--- src/rtl/crc_pkg.sv ---
package crc_pkg;

  // Defaults and fixed widths
  localparam int CHANNELS_DEF = 4;
  localparam int FRAC_BITS    = 20;
  localparam int RATE_W       = 32;
  localparam int ACH_W        = 44;
  localparam int DIV_BITS     = RATE_W + FRAC_BITS;
  localparam int CNT_W        = $clog2(DIV_BITS);

  // Command codes
  localparam logic [1:0] CMD_SET    = 2'd0;
  localparam logic [1:0] CMD_ROUND  = 2'd1;
  localparam logic [1:0] CMD_RECALC = 2'd2;

  // Status codes
  localparam logic [1:0] STAT_OK    = 2'd0;
  localparam logic [1:0] STAT_RANGE = 2'd1;
  localparam logic [1:0] STAT_ZERO  = 2'd2;

  // Band codes; BAND_NONE marks a rate in no band
  localparam logic [1:0] BAND_HIGH = 2'd0;
  localparam logic [1:0] BAND_MID  = 2'd1;
  localparam logic [1:0] BAND_LOW  = 2'd2;
  localparam logic [1:0] BAND_NONE = 2'd3;

  typedef struct packed {
    logic [1:0]        command;
    logic [RATE_W-1:0] ref_rate;
    logic [RATE_W-1:0] target_rate;
    logic [1:0]        channel;
  } in_item_t;

  typedef struct packed {
    logic [1:0]        status;
    logic [RATE_W-1:0] ratio;
    logic [ACH_W-1:0]  achieved_rate;
    logic [1:0]        range_code;
  } out_item_t;

  typedef enum logic [2:0] {
    S_IDLE,
    S_DECODE,
    S_DIV,
    S_MUL,
    S_DONE
  } state_t;

  // Controller to datapath
  typedef struct packed {
    logic       load_in;
    logic       div_start;
    logic       div_step;
    logic       load_table;
    logic       mul_load;
    logic       out_load;
    logic       commit;
    logic       zero_result;
    logic [1:0] status;
  } dp_cmd_t;

  // Datapath to controller
  typedef struct packed {
    logic [1:0] command;
    logic       band_ok;
    logic       ref_zero;
    logic       div_last;
  } dp_stat_t;

  // Lower bound inclusive, upper bound exclusive
  function automatic logic [1:0] band_of(input logic [RATE_W-1:0] r);
    logic [1:0] code;
    code = BAND_NONE;
    if (r >= 32'd32000000 && r < 32'd56000000) begin
      code = BAND_HIGH;
    end else if (r >= 32'd16000000 && r < 32'd28000000) begin
      code = BAND_MID;
    end else if (r >= 32'd8000000 && r < 32'd14000000) begin
      code = BAND_LOW;
    end
    return code;
  endfunction

endpackage

--- src/rtl/crc_ctrl.sv ---
module crc_ctrl (
  input  logic               clk,
  input  logic               rst,
  input  logic               in_valid,
  output logic               in_stall,
  output logic               out_valid,
  input  logic               out_stall,
  input  crc_pkg::dp_stat_t  stat,
  output crc_pkg::dp_cmd_t   cmd
);

  crc_pkg::state_t state, state_next;
  logic       out_valid_next;
  logic [1:0] status, status_next;
  logic       zero_res, zero_res_next;
  logic       commit, commit_next;

  // State and result bookkeeping
  always_ff @(posedge clk) begin
    if (rst) begin
      state     <= crc_pkg::S_IDLE;
      out_valid <= 1'b0;
      status    <= crc_pkg::STAT_OK;
      zero_res  <= 1'b0;
      commit    <= 1'b0;
    end else begin
      state     <= state_next;
      out_valid <= out_valid_next;
      status    <= status_next;
      zero_res  <= zero_res_next;
      commit    <= commit_next;
    end
  end

  // Next state and datapath commands
  always_comb begin
    state_next    = state;
    status_next   = status;
    zero_res_next = zero_res;
    commit_next   = commit;
    cmd           = '0;
    in_stall      = 1'b1;
    // output register empties on a transfer
    out_valid_next = out_valid && out_stall;

    case (state)
      crc_pkg::S_IDLE: begin
        in_stall = 1'b0;
        if (in_valid) begin
          cmd.load_in = 1'b1;
          state_next  = crc_pkg::S_DECODE;
        end
      end
      crc_pkg::S_DECODE: begin
        status_next   = crc_pkg::STAT_OK;
        zero_res_next = 1'b0;
        commit_next   = 1'b0;
        case (stat.command)
          crc_pkg::CMD_SET: begin
            if (stat.band_ok) begin
              commit_next   = 1'b1;
              cmd.div_start = 1'b1;
              state_next    = crc_pkg::S_DIV;
            end else begin
              status_next   = crc_pkg::STAT_RANGE;
              zero_res_next = 1'b1;
              state_next    = crc_pkg::S_DONE;
            end
          end
          crc_pkg::CMD_ROUND: begin
            if (stat.ref_zero) begin
              status_next   = crc_pkg::STAT_ZERO;
              zero_res_next = 1'b1;
              state_next    = crc_pkg::S_DONE;
            end else begin
              cmd.div_start = 1'b1;
              state_next    = crc_pkg::S_DIV;
            end
          end
          crc_pkg::CMD_RECALC: begin
            cmd.load_table = 1'b1;
            state_next     = crc_pkg::S_MUL;
          end
          default: begin
            zero_res_next = 1'b1;
            state_next    = crc_pkg::S_DONE;
          end
        endcase
      end
      crc_pkg::S_DIV: begin
        cmd.div_step = 1'b1;
        if (stat.div_last) begin
          state_next = crc_pkg::S_MUL;
        end
      end
      crc_pkg::S_MUL: begin
        cmd.mul_load = 1'b1;
        state_next   = crc_pkg::S_DONE;
      end
      crc_pkg::S_DONE: begin
        cmd.zero_result = zero_res;
        cmd.status      = status;
        if (!out_valid || !out_stall) begin
          cmd.out_load   = 1'b1;
          cmd.commit     = commit;
          out_valid_next = 1'b1;
          state_next     = crc_pkg::S_IDLE;
        end
      end
      default: begin
        state_next = crc_pkg::S_IDLE;
      end
    endcase
  end

endmodule

--- src/rtl/crc_dpath.sv ---
module crc_dpath #(
  parameter int CHANNELS = crc_pkg::CHANNELS_DEF
) (
  input  logic               clk,
  input  logic               rst,
  input  crc_pkg::in_item_t  in_item,
  input  crc_pkg::dp_cmd_t   cmd,
  output crc_pkg::dp_stat_t  stat,
  output crc_pkg::out_item_t out_item
);

  localparam int IDX_W = (CHANNELS > 1) ? $clog2(CHANNELS) : 1;
  localparam int RW    = crc_pkg::RATE_W;
  localparam int DB    = crc_pkg::DIV_BITS;
  localparam int FB    = crc_pkg::FRAC_BITS;
  localparam int CW    = crc_pkg::CNT_W;

  // Captured item
  logic [1:0]    cmd_q;
  logic [RW-1:0] ref_q;
  logic [RW-1:0] tgt_q;
  logic [1:0]    ch_q;

  // Divider and product
  logic [RW:0]          rem;
  logic [DB-1:0]        num;
  logic [RW-1:0]        quo;
  logic [CW-1:0]        cnt;
  logic [crc_pkg::ACH_W-1:0] ach;

  // Stored state
  logic [RW-1:0] tbl [CHANNELS];
  logic [1:0]    range_code;

  logic [1:0]    band;
  logic          chan_ok;
  logic [RW:0]   rem_sh;
  logic [RW:0]   rem_sub;
  logic          q_bit;
  logic [2*RW-1:0] prod;

  assign band    = crc_pkg::band_of(ref_q);
  assign chan_ok = (3'(ch_q) < 3'(CHANNELS));

  // One restoring step: shift in next numerator bit, subtract if it fits
  assign rem_sh  = {rem[RW-1:0], num[DB-1]};
  assign rem_sub = rem_sh - {1'b0, ref_q};
  assign q_bit   = (rem_sh >= {1'b0, ref_q});

  assign prod = (2*RW)'(quo) * (2*RW)'(ref_q);

  assign stat.command  = cmd_q;
  assign stat.band_ok  = (band != crc_pkg::BAND_NONE);
  assign stat.ref_zero = (ref_q == '0);
  assign stat.div_last = (cnt == CW'(DB - 1));

  // Input capture
  always_ff @(posedge clk) begin
    if (cmd.load_in) begin
      cmd_q <= in_item.command;
      ref_q <= in_item.ref_rate;
      tgt_q <= in_item.target_rate;
      ch_q  <= in_item.channel;
    end
  end

  // Serial divider, one quotient bit per cycle; quo also holds the
  // ratio read back for a recalculation
  always_ff @(posedge clk) begin
    if (cmd.div_start) begin
      rem <= '0;
      num <= {tgt_q, FB'(0)};
      quo <= '0;
      cnt <= '0;
    end else if (cmd.div_step) begin
      rem <= q_bit ? rem_sub : rem_sh;
      num <= {num[DB-2:0], 1'b0};
      quo <= {quo[RW-2:0], q_bit};
      cnt <= cnt + 1'b1;
    end else if (cmd.load_table) begin
      quo <= chan_ok ? tbl[ch_q[IDX_W-1:0]] : '0;
    end
  end

  // Achieved rate, product registered
  always_ff @(posedge clk) begin
    if (cmd.mul_load) begin
      ach <= prod[2*RW-1:FB];
    end
  end

  // Ratio table and band code
  always_ff @(posedge clk) begin
    if (rst) begin
      for (int i = 0; i < CHANNELS; i++) begin
        tbl[i] <= '0;
      end
      range_code <= crc_pkg::BAND_HIGH;
    end else if (cmd.commit) begin
      range_code <= band;
      if (chan_ok) begin
        tbl[ch_q[IDX_W-1:0]] <= quo;
      end
    end
  end

  // Output register
  always_ff @(posedge clk) begin
    if (cmd.out_load) begin
      out_item.status        <= cmd.status;
      out_item.ratio         <= cmd.zero_result ? '0 : quo;
      out_item.achieved_rate <= cmd.zero_result ? '0 : ach;
      out_item.range_code    <= cmd.commit ? band : range_code;
    end
  end

endmodule

--- src/rtl/clock_ratio_calculator.sv ---
// Fractional-N ratio unit. Each transfer in gives one transfer out. Set rate
// and round rate run a serial restoring divider that produces one quotient
// bit per cycle over 52 bits (capture, decode, 52 divide steps, multiply,
// output); a rejected request skips it. Recalculate skips the divider. One
// item is worked on at a time; the input is stalled from acceptance until the
// result is loaded into the output register, which may still hold the
// previous result while the next item is taken in. The ratio table is
// cleared by reset.
module clock_ratio_calculator #(
  parameter int CHANNELS = crc_pkg::CHANNELS_DEF
) (
  input  logic               clk,
  input  logic               rst,
  input  logic               in_valid,
  output logic               in_stall,
  input  crc_pkg::in_item_t  in_item,
  output logic               out_valid,
  input  logic               out_stall,
  output crc_pkg::out_item_t out_item
);

  crc_pkg::dp_cmd_t  cmd;
  crc_pkg::dp_stat_t stat;

  crc_ctrl u_ctrl (
    .clk       (clk),
    .rst       (rst),
    .in_valid  (in_valid),
    .in_stall  (in_stall),
    .out_valid (out_valid),
    .out_stall (out_stall),
    .stat      (stat),
    .cmd       (cmd)
  );

  crc_dpath #(
    .CHANNELS (CHANNELS)
  ) u_dpath (
    .clk      (clk),
    .rst      (rst),
    .in_item  (in_item),
    .cmd      (cmd),
    .stat     (stat),
    .out_item (out_item)
  );

endmodule

--- config.mk ---
export PLATFORM = sky130hd
export DESIGN_NAME = clock_ratio_calculator
export DESIGN_NICKNAME = d
export VERILOG_FILES = /design/src/rtl/crc_pkg.sv /design/src/rtl/crc_ctrl.sv /design/src/rtl/crc_dpath.sv /design/src/rtl/clock_ratio_calculator.sv
export SDC_FILE = /design/constraint.sdc
export NUM_CORES = 2
export LEC_CHECK = 0
export ABC_AREA = 1
export BUFFER_PORTS_ARGS = -buffer_cell sky130_fd_sc_hd__buf_4
export CAP_MARGIN = 20
export CORE_MARGIN = 2
export CORE_UTILIZATION = 45
export DETAILED_ROUTE_END_ITERATION = 16
export MAX_ROUTING_LAYER = met4
export PLACE_DENSITY_LB_ADDON = 0.25
export RECOVER_POWER = 100
export SLEW_MARGIN = 20
export SYNTH_ARGS = -nofsm -noshare
export SYNTH_HDL_FRONTEND = slang
export SYNTH_HIERARCHICAL = 1
export SYNTH_SLANG_ARGS = --single-unit
--- constraint.sdc ---
create_clock -name clk -period 8.8 [get_ports clk]
set_clock_uncertainty 0.1 [all_clocks]
set_input_delay 0.88 -clock clk [delete_from_list [all_inputs] [get_ports clk]]
set_output_delay 0.88 -clock clk [all_outputs]
set_load 0.03 [all_outputs]
==> summary.md <==
| Metric | Value |
|---|---|
| Crit-path max FO | 26 |
| Setup ws final | 0.772 ns |
| Most common cell in the synthesized netlist | nand2_1 |
| Design Area, Final | 59300 sq um |
| Fill count | 11900 |
| Compound-Gate Fraction of Synth Area | 0.0374 |
| Initial DRC count | 3089 |
| Mapped Area | 55300 sq um |
| Measured slew at the worst slew-check pin | 3.47 ns |
| Largest net degree at the start of global routing | 65 |
| Post-route minimum period | 8.03 ns |
| Die ar. | 126000 sq um |
| Max-cap violations | 18 |
| Via count | 42500 |
| Layout cells sized above 1 | 0.0392 |
| Hpwl dp | 123 mm |
| First-pass GRT wire length | 244 mm |
| Register bit total from synthesis | 434 |
| Fmax | 125 MHz |
| Reg-to-reg slack, setup | 0.77 ns |
| Count of hold-fix buffers inserted at cts | 0 |
| Reg2reg path depth | 26 |
| Post-synth EDFFs | 352 |
| Clock Sinks | 434 |
| I/O Buffers | 153 |
| H-tree Lvls | 2 |
| Num rows | 128 |
| GRT Util Overall | 0.255 |
| Drt wl/cell | 17.7 um |
| Post-synthesis xor/xnor area fraction | 0.00555 |
| Clk_lat worst skew | 0.61 ns |
| Post-route ant nets | 0 |
| Nets | 8207 |
| DP Worst Slack | 1.03 ns |
| Core Area | 122000 sq um |
| Failing checks | max-capacitance violations, max-slew violations |
| RSZ-0062 raised after global routing | false |
| Die W | 354 um |
| Share of the synthesized area in the top cell type | 0.325 |
| Number of remaining DRC errors | 0 |
| WS Path Type | flip-flop to flip-flop |
| Gpl congestion | 0.952 |
| # IOs | 154 |
| Final TNS setup | 0 ns |
| Largest family of logic cells by synthesized area | adder cells |
| Final period utilization | 0.912 |
| Placed cell area | 58200 sq um |
| CTS tree | built |
| Min-delay worst type | flip-flop to flip-flop |
| Via density | 4.94 |
| Max_slew headroom | -1.31 |
| Status | finished with violations |
| Arr. time, crit path | 8.27 ns |
| Ys Warns | 6 |
| Post-synthesis adder-cell area fraction | 0.391 |
| Required time of the critical path | 9.04 ns |
| Die Ht | 354 um |
| Vias in the first global route | 43900 |
| Final Max Slew Viols | 670 |
| Area delta synth->final | 7.34% |
| Hold Fails Final Rpt | 0 |
| Post-CTS setup buffers | 0 |
| Dominant synthesized flop cell | edfxtp_1 |
| Synth top area cells | fa_1 (32%), edfxtp_1 (19%), nand2_1 (13%) |
| Root buffer cell | clkbuf_16 |
| Post-synth top cells | nand2_1 (1981), inv_1 (1970), fa_1 (896), nor2_1 (427), edfxtp_1 (352) |
| Cell taking the most area after synthesis | fa_1 |
| Drt pass-1 iters | 6 |
| Clock Path Buffers | 3 |
| Worst Hold Depth | 2 |
| Starting density of the core | 0.453 |
| Worst setup SP type | flip-flop |
| Synth Area in Simple Gates | 0.188 |
| Final WL | 152 mm |
| Synthesized area per cell | 7.95 sq um |
| Grt ovf | 0 |
| Setup Viol. Count Final | 0 |
| Post-cts resize count | 0 |
| Clk slew on worst S/H paths | 0.06 ns |
| Initial antenna violation count | 3 |
| Worst Setup End Kind | flip-flop |
| Num CTS Buffers | 48 |
| Gate Count Post-Synth | 6950 |
| Post-synth ARST share | 0 |
| Syn Nets | 8211 |
| Mux share of post-synthesis cell area | 0 |
| Synth unique cells | 47 |
| Post-synthesis sequential area ratio | 0.221 |
[cell type report]
type	instances	area, sq um	area share
well taps	1625	2030	0.0343
inverters	1981	7440	0.125
repair buffers	272	1680	0.0284
clock buffers	62	1360	0.0229
diodes	3	7.51	0.000127
flip-flops and latches	434	12200	0.206
clock inverters	24	234	0.00394
multi-input cells	4209	34400	0.579
[flip-flops by register name, summed over array words and instances, names as in the netlist, 6 cells and up, named ones only]
name / count
u_dpath/tgt_q: 32
u_dpath/ach: 44
u_dpath/out_item: 80
u_dpath/rem: 32
u_dpath/num: 32
u_dpath/quo: 32
u_dpath/tbl: 128
u_dpath/cnt: 6
u_dpath/ref_q: 32
[cell usage in the layout (no fill, tap or decap), drive strengths merged, types with 2 or more instances in the layout]
cell         n
nand2     1989
inv       1981
fa         896
nor2       438
edfxtp     352
ha         293
clkbuf     227
a21oi      174
nand3      138
buf        107
dfxtp       82
o21ai       73
o221ai      32
a32o        31
nor3        29
nand4       29
xor2        28
o21bai      15
clkinv      15
nand3b       8
nor4         7
xnor2        7
o21a         6
clkinvlp     6
and2         4
diode        3
bufinv       3
a21o         2
a31oi        2
o31ai        2
[worst paths after layout]
path	endpoint	startpoint
setup / recovery	u_dpath/ach[38]$_DFFE_PP_	u_dpath/ref_q[14]$_DFFE_PP_
hold / removal	u_ctrl/status[0]$_SDFFE_PP0P_	u_ctrl/status[0]$_SDFFE_PP0P_
setup reg to reg	u_dpath/ach[38]$_DFFE_PP_	u_dpath/ref_q[14]$_DFFE_PP_
hold reg to reg	u_ctrl/status[0]$_SDFFE_PP0P_	u_ctrl/status[0]$_SDFFE_PP0P_
[stage by stage]
stage	hold WS, ns	util	cells
after global placement	0.351	0.478	8519
after CTS	0.299	0.491	8607
after floorplan	0.329	-	6950
final	0.365	0.487	8610
after detailed placement	0.351	0.478	8521
after global routing	0.343	0.487	8610
[critical path, stage by stage, from the launching register on]
cell and delay [ns]:
edfxtp_1 1.14, clkbuf_1 0.50, nand2_1 0.11, inv_1 0.11
fa_1 0.41, fa_1 0.52, inv_1 0.05, fa_1 0.38
fa_1 0.55, inv_1 0.06, fa_1 0.63, fa_1 0.45
fa_1 0.50, inv_1 0.05, fa_1 0.49, inv_1 0.05
ha_1 0.35, a21oi_1 0.21, inv_1 0.06, nor2_1 0.17
nand2_1 0.14, a21oi_1 0.14, nand2_1 0.18, nand2_1 0.20
nand2_1 0.07, nand2_1 0.06, nand2_1 0.08
[routing by layer]
layer | GRT usage | wire [um] | vias up | share of wire
met1 | 0.324 | 63300 | 21200 | 0.42
met2 | 0.439 | 77500 | 1074 | 0.51
met3 | 0.0191 | 6910 | 210 | 0.045
met4 | 0.0715 | 4310 | 0 | 0.028
li1 | - | - | 20000 | -
met5 | - | 0 | - | 0
[cell families (layout without fill, tap and decap cells)]
| kind of cell | count (synthesis) | in the layout |
|---|---|---|
| AOI/OAI and AO/OA | 341 | 341 |
| xor gates and xnor gates | 35 | 35 |
| adders and majority gates | 1189 | 1189 |
| buffers and inverters | 2307 | 2339 |
| DFF | 434 | 434 |
| other | 0 | 3 |
| and+or+nand+nor | 2644 | 2644 |
Power is not shown: default switching activity piles up to over one toggle a cycle in this logic, so the estimate is an artifact.
